### config.mk
export PLATFORM = sky130hd
export DESIGN_NAME = qrs_peak_detector_core
export DESIGN_NICKNAME = d
export VERILOG_FILES = /design/src/rtl/qpd_pkg.sv /design/src/rtl/qpd_front.sv /design/src/rtl/qpd_back.sv /design/src/rtl/qrs_peak_detector_core.sv
export VERILOG_INCLUDE_DIRS = /design/src /design/src/rtl
export SDC_FILE = /design/constraint.sdc
export NUM_CORES = 2
export LEC_CHECK = 0
export BUFFER_PORTS_ARGS = -buffer_cell sky130_fd_sc_hd__buf_2
export CAP_MARGIN = 5
export CORE_ASPECT_RATIO = 1.2
export CORE_MARGIN = 10
export CORE_UTILIZATION = 45
export CTS_CLUSTER_DIAMETER = 40
export DETAILED_ROUTE_END_ITERATION = 8
export GPL_TIMING_DRIVEN = 0
export PLACE_DENSITY = 0.72
export RECOVER_POWER = 25
export SETUP_SLACK_MARGIN = 0.4
export SLEW_MARGIN = 20
export SYNTH_ARGS = -nofsm -noshare
export SYNTH_HDL_FRONTEND = slang
export SYNTH_SLANG_ARGS = --single-unit
export TNS_END_PERCENT = 20
### constraint.sdc
create_clock -name clk -period 13.54 [get_ports clk]
set_clock_uncertainty 0.2 [all_clocks]
set_input_delay 2.708 -clock clk [delete_from_list [all_inputs] [get_ports clk]]
set_output_delay 2.708 -clock clk [all_outputs]
set_load 0.005 [all_outputs]
### src/rtl/qrs_peak_detector_core_assert.svh
// Assertion macros for the QRS peak detector core.
`ifndef QRS_PEAK_DETECTOR_CORE_ASSERT_SVH
`define QRS_PEAK_DETECTOR_CORE_ASSERT_SVH
// Checks that an implication holds at every rising clock edge outside reset.
`define QPD_ASSERT_IMP(label, ante, cons) \
	label: assert property (@(posedge clk) disable iff (!arst_n) (ante) |-> (cons)) \
		else $error("assertion failed");
// Checks that an implication holds at the next rising clock edge, outside reset.
`define QPD_ASSERT_NEXT(label, ante, cons) \
	label: assert property (@(posedge clk) disable iff (!arst_n) (ante) |=> (cons)) \
		else $error("assertion failed");
`endif

### src/rtl/qpd_pkg.sv
// Package with shared constants and types of the QRS peak detector.
package qpd_pkg;
	localparam int RR_DEPTH_DEF    = 8;
	localparam int SAMPLE_BITS_DEF = 16;
	localparam int COUNT_BITS_DEF  = 20;
	localparam int RR_OUT_BITS     = 20;
	localparam int CFG_IDX_BITS    = 2;
	localparam int CFG_DATA_BITS   = 16;

	// Register indexes of the configuration port.
	localparam logic [CFG_IDX_BITS-1:0] REG_FS_RATE     = 2'd0;
	localparam logic [CFG_IDX_BITS-1:0] REG_LOWER_GAIN  = 2'd1;
	localparam logic [CFG_IDX_BITS-1:0] REG_UPPER_GAIN  = 2'd2;
	localparam logic [CFG_IDX_BITS-1:0] REG_INIT_LENGTH = 2'd3;

	// States of the execution engine.
	typedef enum logic [2:0] {
		EX_IDLE,
		EX_DIV,
		EX_TENTH,
		EX_MUL,
		EX_DECIDE,
		EX_DONE
	} ex_state_t;
endpackage

### src/rtl/qpd_front.sv
// Front end: accepts sample words and pairs each with its predecessor.
module qpd_front
	import qpd_pkg::*;
#(
	parameter int SAMPLE_BITS = SAMPLE_BITS_DEF
) (
	input  logic                          clk,
	input  logic                          arst_n,
	input  logic                          in_valid,
	output logic                          in_ready,
	input  logic signed [SAMPLE_BITS-1:0] in_sample,
	output logic                          q_valid,
	input  logic                          q_ready,
	output logic signed [SAMPLE_BITS-1:0] q_cur,
	output logic signed [SAMPLE_BITS-1:0] q_prev
);
	// Two-entry queue of (current, previous) pairs toward the back end.
	logic signed [SAMPLE_BITS-1:0] cur_q [2];
	logic signed [SAMPLE_BITS-1:0] prv_q [2];
	logic signed [SAMPLE_BITS-1:0] last_q;
	logic [1:0] cnt_q;
	logic       rd_q, wr_q;
	logic       push, pop;

	assign in_ready = (cnt_q != 2'd2);
	assign push     = in_valid && in_ready;
	assign q_valid  = (cnt_q != 2'd0);
	assign pop      = q_valid && q_ready;
	assign q_cur    = cur_q[rd_q];
	assign q_prev   = prv_q[rd_q];

	always_ff @(posedge clk or negedge arst_n) begin
		if (!arst_n) begin
			cnt_q  <= '0;
			rd_q   <= 1'b0;
			wr_q   <= 1'b0;
			last_q <= '0;
		end else begin
			if (push) begin
				last_q <= in_sample;
				wr_q   <= ~wr_q;
			end
			if (pop) rd_q <= ~rd_q;
			cnt_q <= cnt_q + {1'b0, push} - {1'b0, pop};
		end
	end

	always_ff @(posedge clk) begin
		if (push) begin
			cur_q[wr_q] <= in_sample;
			prv_q[wr_q] <= last_q;
		end
	end
endmodule

### src/rtl/qpd_back.sv
// Back end: seeding, peak classification, level tracking and RR history.
module qpd_back
	import qpd_pkg::*;
#(
	parameter int RR_DEPTH    = RR_DEPTH_DEF,
	parameter int SAMPLE_BITS = SAMPLE_BITS_DEF,
	parameter int COUNT_BITS  = COUNT_BITS_DEF
) (
	input  logic                          clk,
	input  logic                          arst_n,
	input  logic                          q_valid,
	output logic                          q_ready,
	input  logic signed [SAMPLE_BITS-1:0] q_cur,
	input  logic signed [SAMPLE_BITS-1:0] q_prev,
	input  logic [15:0]                   fs_rate,
	input  logic [11:0]                   lower_gain,
	input  logic [11:0]                   upper_gain,
	input  logic [15:0]                   init_length,
	output logic                          out_valid,
	input  logic                          out_ready,
	output logic                          beat,
	output logic [RR_OUT_BITS-1:0]        rr_interval,
	output logic                          seeded
);
	localparam int LB  = SAMPLE_BITS + 8;
	localparam int HB  = (RR_DEPTH > 1) ? $clog2(RR_DEPTH) : 1;
	localparam int BRB = $clog2(RR_DEPTH + 1);
	localparam int SB  = COUNT_BITS + HB + 1;
	localparam int AB  = SAMPLE_BITS + 17;
	localparam int NB  = AB + 4;
	localparam int PB  = SB + 12;
	localparam int DB  = 17;
	localparam int TW  = COUNT_BITS + 18;
	localparam int MB  = SAMPLE_BITS + 4;
	localparam int RS  = MB + 3;
	localparam logic [MB-1:0] RK = MB'(((64'd1 << RS) + 64'd9) / 64'd10);
	localparam logic [COUNT_BITS-1:0] CNT_MAX = '1;
	localparam logic signed [LB-1:0] LV_HI = {1'b0, {(LB-1){1'b1}}};
	localparam logic signed [LB-1:0] LV_LO = {1'b1, {(LB-1){1'b0}}};

	ex_state_t st_q, st_d;
	logic signed [LB-1:0] sig_q, noi_q;
	logic                 rising_q, pulsed_q, seeded_q;
	logic [COUNT_BITS-1:0] since_q;
	logic [BRB-1:0]        br_q;
	logic [HB-1:0]         head_q;
	logic [COUNT_BITS-1:0] hist_q [RR_DEPTH];
	logic [SB-1:0]         isum_q;
	logic signed [AB-1:0]  acc_q;
	logic [15:0]           nz_q, pos_q;
	logic signed [SAMPLE_BITS-1:0] cur_q, prv_q;
	// Divider registers.
	logic [NB-1:0]  rem_q, quo_q;
	logic [DB-1:0]  div_q;
	logic           neg_q;
	logic [5:0]     it_q;
	logic signed [LB+2:0] m_hold_q;
	// Multiplier results of the RR limits.
	logic [PB-1:0]  plo_q, phi_q;
	logic           ov_q, ob_q;
	logic [RR_OUT_BITS-1:0] orr_q;

	assign q_ready   = (st_q == EX_IDLE) && (!ov_q || out_ready);
	assign out_valid = ov_q;
	assign beat      = ob_q;
	assign rr_interval = orr_q;
	assign seeded    = seeded_q;

	function automatic logic signed [LB-1:0] sat(input logic signed [LB+2:0] v);
		if (v > (LB+3)'(LV_HI)) return LV_HI;
		if (v < (LB+3)'(LV_LO)) return LV_LO;
		return v[LB-1:0];
	endfunction

	// Combinational datapath of the decide and seeding steps.
	logic signed [LB+2:0] x16, t1, t2, esig, en8, en4;
	logic [COUNT_BITS-1:0] since_inc;
	logic [SB+11:0] scaled;
	logic [16:0] tmo;
	logic signed [NB:0] mtrunc;
	logic [NB-1:0] rem_sh;
	logic signed [LB+2:0] mq, mag_abs, tenth;
	logic [2*MB-1:0] rprod;
	logic [MB-1:0] tenth_u;

	always_comb begin
		x16  = (LB+3)'(prv_q) <<< 4;
		t1   = (LB+3)'(noi_q) + (((LB+3)'(sig_q) - (LB+3)'(noi_q)) >>> 2);
		t2   = t1 >>> 1;
		esig = (LB+3)'(sig_q) + ((x16 - (LB+3)'(sig_q)) >>> 3);
		en8  = (LB+3)'(noi_q) + ((x16 - (LB+3)'(noi_q)) >>> 3);
		en4  = (LB+3)'(noi_q) + ((x16 - (LB+3)'(noi_q)) >>> 2);
		since_inc = (since_q == CNT_MAX) ? since_q : since_q + 1'b1;
		scaled = (SB+12)'(since_q) * (SB+12)'(256 * RR_DEPTH);
		tmo    = {fs_rate, 1'b0};
		rem_sh = {rem_q[NB-2:0], quo_q[NB-1]};
		mtrunc = neg_q ? -$signed({1'b0, quo_q}) : $signed({1'b0, quo_q});
		mq = (LB+3)'(mtrunc);
		// A tenth of the mean by reciprocal multiplication, truncated toward zero.
		mag_abs = m_hold_q[LB+2] ? -m_hold_q : m_hold_q;
		rprod   = (2*MB)'(MB'(mag_abs)) * (2*MB)'(RK);
		tenth_u = MB'(rprod >> RS);
		tenth   = m_hold_q[LB+2] ? -(LB+3)'(tenth_u) : (LB+3)'(tenth_u);
	end

	// Seeding window bookkeeping.
	logic seed_done, seed_go;
	logic [15:0] pos_n, nz_sum;
	logic signed [AB-1:0] acc_sum;
	assign pos_n   = pos_q + 1'b1;
	assign seed_done = (pos_n >= init_length);
	assign acc_sum = acc_q + AB'(q_cur);
	assign nz_sum  = nz_q + ((q_cur != '0) ? 16'd1 : 16'd0);
	assign seed_go = seed_done && (nz_sum != 16'd0);

	// Sequencer.
	always_ff @(posedge clk or negedge arst_n) begin
		if (!arst_n) st_q <= EX_IDLE;
		else st_q <= st_d;
	end

	always_comb begin
		st_d = st_q;
		unique case (st_q)
			EX_IDLE: if (q_valid && q_ready) begin
				priority if (seeded_q) st_d = EX_MUL;
				else if (seed_go) st_d = EX_DIV;
				else st_d = EX_DONE;
			end
			EX_DIV:    if (it_q == 6'd0) st_d = EX_TENTH;
			EX_TENTH:  st_d = EX_DONE;
			EX_MUL:    st_d = EX_DECIDE;
			EX_DECIDE: st_d = EX_IDLE;
			EX_DONE:   st_d = EX_IDLE;
			default:   st_d = EX_IDLE;
		endcase
	end

	// Result valid flag: set when a word finishes, cleared when it is taken.
	always_ff @(posedge clk or negedge arst_n) begin
		if (!arst_n) ov_q <= 1'b0;
		else if (st_q == EX_DECIDE || st_q == EX_DONE) ov_q <= 1'b1;
		else if (out_ready) ov_q <= 1'b0;
	end

	always_ff @(posedge clk or negedge arst_n) begin
		if (!arst_n) begin
			sig_q <= '0; noi_q <= '0; rising_q <= 1'b1; pulsed_q <= 1'b0;
			seeded_q <= 1'b0; since_q <= '0; br_q <= '0; head_q <= '0;
			isum_q <= '0; acc_q <= '0; nz_q <= '0; pos_q <= '0;
			ob_q <= 1'b0; orr_q <= '0; it_q <= '0;
			cur_q <= '0; prv_q <= '0; rem_q <= '0; quo_q <= '0; div_q <= '0;
			neg_q <= 1'b0; m_hold_q <= '0; plo_q <= '0; phi_q <= '0;
			for (int i = 0; i < RR_DEPTH; i++) hist_q[i] <= '0;
		end else begin
			unique case (st_q)
				EX_IDLE: if (q_valid && q_ready) begin
					cur_q <= q_cur;
					prv_q <= q_prev;
					ob_q  <= 1'b0;
					orr_q <= '0;
					if (!seeded_q) begin
						if (seed_done) begin
							pos_q <= '0;
							acc_q <= '0;
							nz_q  <= '0;
							if (seed_go) begin
								// Start the seed mean division.
								neg_q <= acc_sum[AB-1];
								quo_q <= NB'(acc_sum[AB-1] ? -acc_sum : acc_sum) << 4;
								rem_q <= '0;
								div_q <= {1'b0, nz_sum};
								it_q  <= 6'(NB);
							end else begin
								sig_q <= '0; noi_q <= '0;
							end
						end else begin
							pos_q <= pos_n;
							acc_q <= acc_sum;
							nz_q  <= nz_sum;
						end
					end
				end
				EX_DIV: begin
					if (it_q != 0) begin
						if (rem_sh >= NB'(div_q)) begin
							rem_q <= rem_sh - NB'(div_q);
							quo_q <= {quo_q[NB-2:0], 1'b1};
						end else begin
							rem_q <= rem_sh;
							quo_q <= {quo_q[NB-2:0], 1'b0};
						end
						it_q <= it_q - 1'b1;
					end else begin
						m_hold_q <= mq;
					end
				end
				EX_TENTH: begin
					// Levels sit a tenth above and below the mean.
					sig_q <= sat(m_hold_q + tenth);
					noi_q <= sat(m_hold_q - tenth);
					rising_q <= 1'b1;
					seeded_q <= 1'b1;
				end
				EX_MUL: begin
					plo_q <= PB'(lower_gain) * PB'(isum_q);
					phi_q <= PB'(upper_gain) * PB'(isum_q);
				end
				EX_DECIDE: begin
					if (rising_q && prv_q > cur_q) begin
						rising_q <= 1'b0;
						if (x16 >= t1 || TW'(since_q) > TW'(tmo)) begin
							if (32'(br_q) < RR_DEPTH) begin
								// Warm-up: fill the history, then count this word.
								hist_q[br_q[HB-1:0]] <= since_q;
								br_q <= br_q + 1'b1;
								isum_q <= isum_q + SB'(since_q);
								since_q <= COUNT_BITS'(1);
							end else begin
								pulsed_q <= 1'b1;
								if (plo_q <= scaled) begin
									isum_q <= isum_q + SB'(since_q) - SB'(hist_q[head_q]);
									hist_q[head_q] <= since_q;
									head_q <= (32'(head_q) == RR_DEPTH - 1) ? '0
										: head_q + 1'b1;
									ob_q <= 1'b1; orr_q <= RR_OUT_BITS'(since_q);
									since_q <= '0;
								end else begin
									since_q <= since_inc;
								end
							end
							sig_q <= sat(esig);
						end else if (pulsed_q && scaled >= phi_q && x16 >= t2) begin
							noi_q <= sat(en4);
							ob_q <= 1'b1; orr_q <= RR_OUT_BITS'(since_q);
							since_q <= '0;
						end else begin
							noi_q <= sat(en8);
							since_q <= since_inc;
						end
					end else begin
						if (prv_q <= cur_q) rising_q <= 1'b1;
						since_q <= since_inc;
					end
				end
				EX_DONE: ;
				default: ;
			endcase
		end
	end
endmodule

### src/rtl/qrs_peak_detector_core.sv
// Top level of the QRS peak detector: configuration, front end and back end.
//  channel | direction | handshake
//  in      | input     | in_valid / in_ready, sample
//  out     | output    | out_valid / out_ready, beat, rr_interval, seeded
//  cfg     | input     | cfg_valid / cfg_ready, cfg_index, cfg_data
// A seeding word is accepted and finished with no further steps; the window's
// last word runs a restoring divider for the mean if any word was nonzero.
// A detection word passes accept, gain multiply and decision steps.
// A finished word may leave in the cycle the next one is taken. Reset returns
// all levels to zero. A stalled output holds the back end; the front queue
// keeps two more words.
module qrs_peak_detector_core
	import qpd_pkg::*;
#(
	parameter int RR_DEPTH    = RR_DEPTH_DEF,
	parameter int SAMPLE_BITS = SAMPLE_BITS_DEF,
	parameter int COUNT_BITS  = COUNT_BITS_DEF
) (
	input  logic                          clk,
	input  logic                          arst_n,
	input  logic                          in_valid,
	output logic                          in_ready,
	input  logic signed [SAMPLE_BITS-1:0] sample,
	output logic                          out_valid,
	input  logic                          out_ready,
	output logic                          beat,
	output logic [RR_OUT_BITS-1:0]        rr_interval,
	output logic                          seeded,
	input  logic                          cfg_valid,
	output logic                          cfg_ready,
	input  logic [CFG_IDX_BITS-1:0]       cfg_index,
	input  logic [CFG_DATA_BITS-1:0]      cfg_data
);
	`include "qrs_peak_detector_core_assert.svh"

	logic [15:0] rate_q, len_q;
	logic [11:0] lg_q, ug_q;
	logic q_valid, q_ready;
	logic signed [SAMPLE_BITS-1:0] q_cur, q_prev;

	assign cfg_ready = 1'b1;

	// Configuration registers.
	always_ff @(posedge clk or negedge arst_n) begin
		if (!arst_n) begin
			rate_q <= 16'd250; lg_q <= 12'd128; ug_q <= 12'd426; len_q <= 16'd250;
		end else if (cfg_valid) begin
			unique case (cfg_index)
				REG_FS_RATE:     rate_q <= cfg_data;
				REG_LOWER_GAIN:  lg_q   <= cfg_data[11:0];
				REG_UPPER_GAIN:  ug_q   <= cfg_data[11:0];
				REG_INIT_LENGTH: len_q  <= cfg_data;
				default: ;
			endcase
		end
	end

	qpd_front #(.SAMPLE_BITS(SAMPLE_BITS)) u_front (
		.clk, .arst_n, .in_valid, .in_ready, .in_sample(sample),
		.q_valid, .q_ready, .q_cur, .q_prev
	);

	qpd_back #(.RR_DEPTH(RR_DEPTH), .SAMPLE_BITS(SAMPLE_BITS),
		.COUNT_BITS(COUNT_BITS)) u_back (
		.clk, .arst_n, .q_valid, .q_ready, .q_cur, .q_prev,
		.fs_rate(rate_q), .lower_gain(lg_q), .upper_gain(ug_q),
		.init_length(len_q), .out_valid, .out_ready, .beat, .rr_interval, .seeded
	);

	// A beat is never reported before seeding completes.
	`QPD_ASSERT_IMP(a_beat_seeded, out_valid && beat, seeded)
	// Seeding, once done, stays done.
	`QPD_ASSERT_NEXT(a_seed_sticky, seeded, seeded)
	// A pending word holds while the output is stalled.
	`QPD_ASSERT_NEXT(a_out_hold, out_valid && !out_ready, out_valid && $stable(beat))
endmodule
**Word-level counts from Yosys, hierarchy flattened**

Memories as Yosys holds them, arrays and structs flattened. A register that Yosys moved wholly into a read port is not among the register bits.
Cells that the tools add are included.

- Register bits: 639
- RAM bits: 64
- Bits of input ports: 39
- Output and inout port bits: 25
- Logic and storage cells: 318
- Memories kept: 2

- Add/subtract/negate cells: 25
- $mul: 3
- Order comparisons: 24
- Equality and inequality tests: 25
- Muxes and demuxes: 146
- Bitwise operators: 7
- Reduce and logical (&&, ||, !) cells: 45

Memories:

| memory | words | bits a word | read ports | clocked after memory_dff | write ports | RTL line | RTL |
|---|---|---|---|---|---|---|---|
| u_front.cur_q | 2 | 16 | 1 | 0 | 1 | qpd_front.sv:18 | `logic signed [SAMPLE_BITS-1:0] cur_q [2];` |
| u_front.prv_q | 2 | 16 | 1 | 1 | 1 | qpd_front.sv:19 | `logic signed [SAMPLE_BITS-1:0] prv_q [2];` |

Operator list:

| cell | number |
|---|---|
| 24-bit 2-to-1 mux | 31 |
| 20-bit 2-to-1 mux | 17 |
| 160-bit bitwise mux | 2 |
| 160-bit 2-to-1 mux | 2 |
| 36-bit 2-to-1 mux | 6 |
| 37-bit 2-to-1 mux | 5 |
| 24-bit one-hot mux with 3 select lines | 2 |
| 27-bit by 24-bit > comparator with 1-bit output (second input constant) | 5 |
| 27-bit by 24-bit less-than comparator with 1-bit output (second input constant) | 5 |
| 20-bit demux with 3-bit select | 2 |
| 37-bit one-hot mux with 2 select lines | 1 |
| 12-bit by 24-bit multiplier with 36-bit output | 2 |
| 36-bit one-hot mux with 2 select lines | 1 |
| 33-bit 2-to-1 mux | 2 |
| 20-bit binary-select mux with 3-bit select | 1 |
| 1-bit 2-to-1 mux | 55 |
| 27-bit 2-to-1 mux | 2 |
| 24-bit by 22-bit adder with 25-bit output | 2 |
| 24-bit by 23-bit adder with 25-bit output | 2 |
| 20-bit by 24-bit subtractor with 25-bit output | 2 |
| 20-bit by 21-bit multiplier with 40-bit output (second input constant) | 1 |
| 20-bit one-hot mux with 2 select lines | 1 |
| 37-bit by 16-bit greater-or-equal comparator with 1-bit output | 1 |
| 31-bit by 36-bit greater-or-equal comparator with 1-bit output | 1 |
| other kinds (62) | 124 |

**Longest topological paths before layout**

- Depth in word-level cells: 19
- Mapped depth: 48
- Depth with buffers taken out: 46

**Cells and area by module**

Synthesis repeated with hierarchy kept, for this count alone.

- Cells, all modules: 8107
- Area, all modules: 72847.4 um^2

Modules (own cells, without submodules):

| module | times used | cells each | area an instance (um^2) | seq. area each (um^2) |
|---|---|---|---|---|
| qpd_back | 1 | 7835 | 67543.5 | 14490.1 |
| qpd_front | 1 | 150 | 3153.0 | 2422.3 |
| qrs_peak_detector_core | 1 | 122 | 2150.8 | 1423.9 |

**Least setup slack after synthesis**

Ideal clock, no wire load.

- Path kind: register to register
- From: reg u_back.m_hold_q[7]
- To: reg u_back.noi_q[21]
- Library setup time: 0.126 ns
- Arrival: 12.015 ns
- Data required time: 13.214 ns
- Path slack: 1.199 ns
- Stages on the path, launching flop included: 45
- Path buffers: 3
- Clock period less this slack: 12.341 ns
- Cells stage by stage: dfrtp_1 > or4_4 > or3_1 > or3_1 > o31ai_1 > xnor2_1 > inv_1 > xnor2_1 > ha_1 > a21oi_1 > fa_1 > fa_1 > inv_1 > fa_1 > fa_1 > inv_1 > fa_1 > inv_1 > (+9 left out) > or4_1 > buf_2 > or4_4 > o21ai_1 > xnor2_1 > ha_1 > clkbuf_1 > nor3_1 > a21oi_1 > a21oi_1 > or3_1 > o2111a_1 > a211oi_1 > and4b_1 > and3b_1 > clkbuf_1 > nor2_1 > o32a_1

- Cells in the longest elaborated chain, start to end: 13
- Elaborated cells on any way between the ends: 17
- Classes of those cells: 3 x add/sub; 1 x mul; 2 x order compare; 11 x mux

Ends and longest elaborated chain:

| element | RTL line | RTL |
|---|---|---|
| start: declaration | qpd_back.sv:57 | `logic signed [LB+2:0] m_hold_q;` |
| start signal: assignment | qpd_back.sv:195 | `m_hold_q <= mq;` |
| 20-bit negation | qpd_back.sv:100 | `mag_abs = m_hold_q[LB+2] ? -m_hold_q : m_hold_q;` |
| 20-bit 2-to-1 mux | qpd_back.sv:100 |  |
| 20-bit by 21-bit multiplier with 40-bit output | qpd_back.sv:101 | `rprod = (2*MB)'(MB'(mag_abs)) * (2*MB)'(RK);` |
| 17-bit negation with 27-bit output | qpd_back.sv:103 | `tenth = m_hold_q[LB+2] ? -(LB+3)'(tenth_u) : (LB+3)'(tenth_u);` |
| 27-bit 2-to-1 mux | qpd_back.sv:103 |  |
| 27-bit subtractor * | qpd_back.sv:201 | `noi_q <= sat(m_hold_q - tenth);` |
| 27-bit by 24-bit less-than comparator with 1-bit output | qpd_back.sv:71 | `if (v < (LB+3)'(LV_LO)) return LV_LO;` |
| 1-bit 2-to-1 mux (2 in series) | qpd_back.sv:71 |  |
| 1-bit 2-to-1 mux | qpd_back.sv:156 | `unique case (st_q)` |
| 24-bit 2-to-1 mux | qpd_back.sv:72 | `return v[LB-1:0];` |
| 24-bit 2-to-1 mux * | qpd_back.sv:71 |  |
| 24-bit one-hot mux with 3 select lines * | qpd_back.sv:156 |  |
| end signal: assignment | qpd_back.sv:201 |  |
| end signal: assignment | qpd_back.sv:234 | `noi_q <= sat(en4);` |
| end signal: assignment | qpd_back.sv:238 | `noi_q <= sat(en8);` |
| end: declaration | qpd_back.sv:42 | `logic signed [LB-1:0] sig_q, noi_q;` |

Every way passes the cells marked *; elsewhere a longest branch is shown, timed or not. The select of a mux whose other input is x is not followed.
A chain may end at the register's enable or synchronous reset.

**Worst setup path in the final report**

- From: reg u_back.m_hold_q[9]
- To: reg u_back.sig_q[0]

- Cells in the longest elaborated chain, start to end: 13
- Elaborated cells on any way between the ends: 17
- Classes of those cells: 3 x add/sub; 1 x mul; 2 x order compare; 11 x mux

Ends and longest elaborated chain:

| element | RTL line | RTL |
|---|---|---|
| 20-bit negation | qpd_back.sv:100 |  |
| 20-bit 2-to-1 mux | qpd_back.sv:100 |  |
| 20-bit by 21-bit multiplier with 40-bit output | qpd_back.sv:101 |  |
| 17-bit negation with 27-bit output | qpd_back.sv:103 |  |
| 27-bit 2-to-1 mux | qpd_back.sv:103 |  |
| 27-bit adder * | qpd_back.sv:200 | `sig_q <= sat(m_hold_q + tenth);` |
| 27-bit by 24-bit less-than comparator with 1-bit output | qpd_back.sv:71 |  |
| 1-bit 2-to-1 mux (2 in series) | qpd_back.sv:71 |  |
| 1-bit 2-to-1 mux | qpd_back.sv:156 |  |
| 24-bit 2-to-1 mux | qpd_back.sv:72 |  |
| 24-bit 2-to-1 mux * | qpd_back.sv:71 |  |
| 24-bit one-hot mux with 3 select lines * | qpd_back.sv:156 |  |
| end signal: assignment | qpd_back.sv:200 |  |
| end signal: assignment | qpd_back.sv:232 | `sig_q <= sat(esig);` |
| end: declaration | qpd_back.sv:42 |  |

Marks and branches as above.

==> summary.md <==
| Metric | Value |
|---|---|
| Status | finished, violations left |
| Failing checks | max-capacitance violations, max-slew violations |
| GRT Util Overall | 0.239 |
| H-tree Lvls | 3 |
| Max Slew Vio Count | 423 |
| DRT Pass-1 Iters | 6 |
| EDFF count, synth | 64 |
| Vias in the first global route | 60900 |
| Met1 GRT Util | 0.301 |
| Die span in x | 385 µm |
| Top cells by area, synth | dfrtp_1, fa_1, ha_1, nand2_1, inv_1 |
| Worst skew pair latency | 0.70 ns |
| Fin. Hold Viols | 0 |
| Post-synth net total | 9358 |
| Worst hold start | u_front.last_q[9] |
| Unrepaired setup endpoints after global routing | yes |
| FF+latch count, synth | 719 |
| Initial antenna violation count | 11 |
| # IOs | 64 |
| Clk slew on worst S/H paths | 0.06 ns |
| Crit. End Element | flop |
| CORE AREA | 159000 µm² |
| Critical Path Max Stage Delay | 0.58 ns |
| F_max | 77.9 MHz |
| Root buffer cell | clkbuf_16 |
| Top-area cell type share of the netlist area | 0.221 |
| GRT busiest layer | met2 |
| Ys flop type | dfrtp_1 |
| CP Launch Point | u_back.m_hold_q[9] |
| Post-Route WL | 215000 µm |
| Period utilization | 0.948 |
| Fillcell total | 14700 |
| GPL Wtd Cong | 0.958 |
| Minimum clock period | 12.84 ns |
| Most frequent cells in the layout | nand2_1, inv_1, ha_1 |
| Routed vias/inst | 5.84 |
| Setup violators final | 0 |
| Final #Nets | 9542 |
| Remaining antenna violation count after routing | 0 |
| Max-slew headroom | -2.47 |
| CTS tree | done |
| Die Ht | 458 µm |
| Avg WL per Cell | 20.8 µm |
| Reg2reg setup slack | 0.70 ns |
| Asr flop ratio synth | 0.911 |
| Area grow syn2layout | 9.88% |
| Area after DPL | 75300 µm² |
| GR Util met2 | 0.400 |
| Multi-input gate area | 49600 µm² |
| First-pass GRT wire length | 337000 µm |
| Finished Cell Area | 79100 µm² |
| Starting density of the core | 0.454 |
| Clock Path Buffers | 3 |
| Startpoint Class | flop |
| Crit path DAT | 13.22 ns |
| Met3 GRT Util | 0.0360 |
| Proportion of layout cells with a drive suffix above 1 | 0.0680 |
| Mapped Cells | 8002 |
| Yosys warning total | 0 |
| Full die area | 177000 µm² |
| Seq/Total Area, Yosys | 0.255 |
| Sink Count | 719 |
| Drt drc | 0 |
| Vias | 60600 |
| Sequential cell area | 18300 µm² |
| Syn avg cell area | 9.00 µm² |
| Congestion Overflow GR | 0 |
| Largest net degree at the start of global routing | 97 |
| Area leader, netlist | dfrtp_1 |
| Worst Setup Path Type | flop to flop |
| Max_cap viols | 7 |
| DR iter-0 viols | 4784 |
| WP data required | 13.92 ns |
| Reg2reg start | u_back.m_hold_q[9] |
| I/O Buffers | 62 |
| # rows | 160 |
| Worst Tran Pin Value | 5.21 ns |
| CTS Hold Buffers Added | 0 |
| Dpl hpwl | 173000 µm |
| Leading cell type in the layout, fill and taps excluded | nand2_1 |
| Synthesized area | 72000 µm² |
| Crit-path slowest cell | or4_4 |
| Hold Crit Class | flop to flop |
| Num CTS Buffers | 94 |
| Synth unique cells | 95 |
| Worst path most repeated cell | fa_1 |
| Peak fanout along the critical path | 10 |
## repair_timing
item,CTS,global route
setup endpoints to repair,48,48
pin swaps,6,24
buffers inserted,5,11
gates resized for setup,38,78
endpoints found under the hold margin,0,0
## per-layer routing
layer / share of wire / up-vias
li1: - / 27800
met1: 0.40 / 30000
met2: 0.47 / 2245
met3: 0.074 / 563
met4: 0.054 / 8
met5: 0.00021 / -
## cell type report
| cell class | count | area share |
|---|---|---|
| antenna | 3 | 0.0000949 |
| buffer | 334 | 0.0164 |
| clock buffer | 116 | 0.0323 |
| clock inverter | 58 | 0.0102 |
| inverter | 890 | 0.0422 |
| multi-input combinational | 6059 | 0.627 |
| sequential | 719 | 0.232 |
| tap | 2106 | 0.0333 |
| timing repair buffer | 88 | 0.00702 |
## worst paths after layout
kind	endpoint	cells past startpoint
max	u_back.sig_q[0]	44
min	u_front.prv_q[0][9]	0
max reg2reg	u_back.sig_q[0]	44
min reg2reg	u_front.prv_q[0][9]	0
max in group asynchronous	u_back.hist_q[50]	3
min in group asynchronous	u_back.div_q[2]	1
## Yosys cell counts (all sizes together) (28+ instances only)
library cell / instances
nand4: 58
mux2i: 52
o211ai: 39
buf: 38
nor2b: 67
and2: 188
o31ai: 78
o21bai: 37
o21ai: 532
xor2: 199
fa: 556
a21o: 121
xnor2: 278
or3: 44
clkbuf: 296
nand2: 997
nand2b: 53
a31oi: 59
ha: 761
nor2: 408
mux2: 161
dfrtp: 636
nand3: 104
nor4: 41
a211oi: 44
nor3: 132
a22oi: 80
edfxtp: 64
o22ai: 30
and3: 75
or4: 28
a21oi: 418
inv: 885
o21a: 48
## registers in the layout, summed over array words and instances, names as in the netlist, 12 cells and up
register	count
len_q	16
lg_q	12
rate_q	16
u_back.acc_q	33
u_back.cur_q	16
u_back.div_q	16
u_back.hist_q	160
u_back.isum_q	24
u_back.m_hold_q	27
u_back.noi_q	24
u_back.nz_q	16
u_back.phi_q	36
u_back.plo_q	36
u_back.pos_q	16
u_back.prv_q	16
u_back.quo_q	37
u_back.rem_q	36
u_back.rr_interval	20
u_back.sig_q	24
u_back.since_q	20
u_front.cur_q	32
u_front.last_q	16
u_front.prv_q	32
ug_q	12
## through the flow
stage | std cells | setup TNS, ns | hold WS, ns | utilization | setup slack (ns)
after global routing | 10400 | 0 | 0.268 | 0.498 | 0.288
final | 10400 | 0 | 0.262 | 0.498 | 0.700
after floorplan | 8002 | 0 | 0.233 | - | 1.20
after detailed placement | 10200 | -22.34 | 0.251 | 0.474 | -0.642
after CTS | 10400 | 0 | 0.264 | 0.496 | 0.409
after global placement | 10200 | -2643.31 | 0.240 | 0.472 | -4.27
## kinds of logic after synthesis
group,after synthesis,synth area share
compound gates,1761,0.155
xor+xnor,478,0.0583
fa+ha+maj,1317,0.287
buf+inv,1224,0.0642
flops,719,0.255
mux,213,0.0324
other cells,1,0.0000521
simple gates,2289,0.149
## worst max-delay path, delay by kind of cell, from the launching register on
kind,cells,cell delay [ns]
adder cells (fa/ha/maj),9,3.67
AO/OA/AOI/OAI,16,3.39
XOR/XNOR,4,0.62
flip-flops,1,0.48
AND/OR/NAND/NOR,8,3.55
buffers and inverters,7,0.81
Power is not shown: default switching activity piles up to over one toggle a cycle in this logic, so the estimate is an artifact.
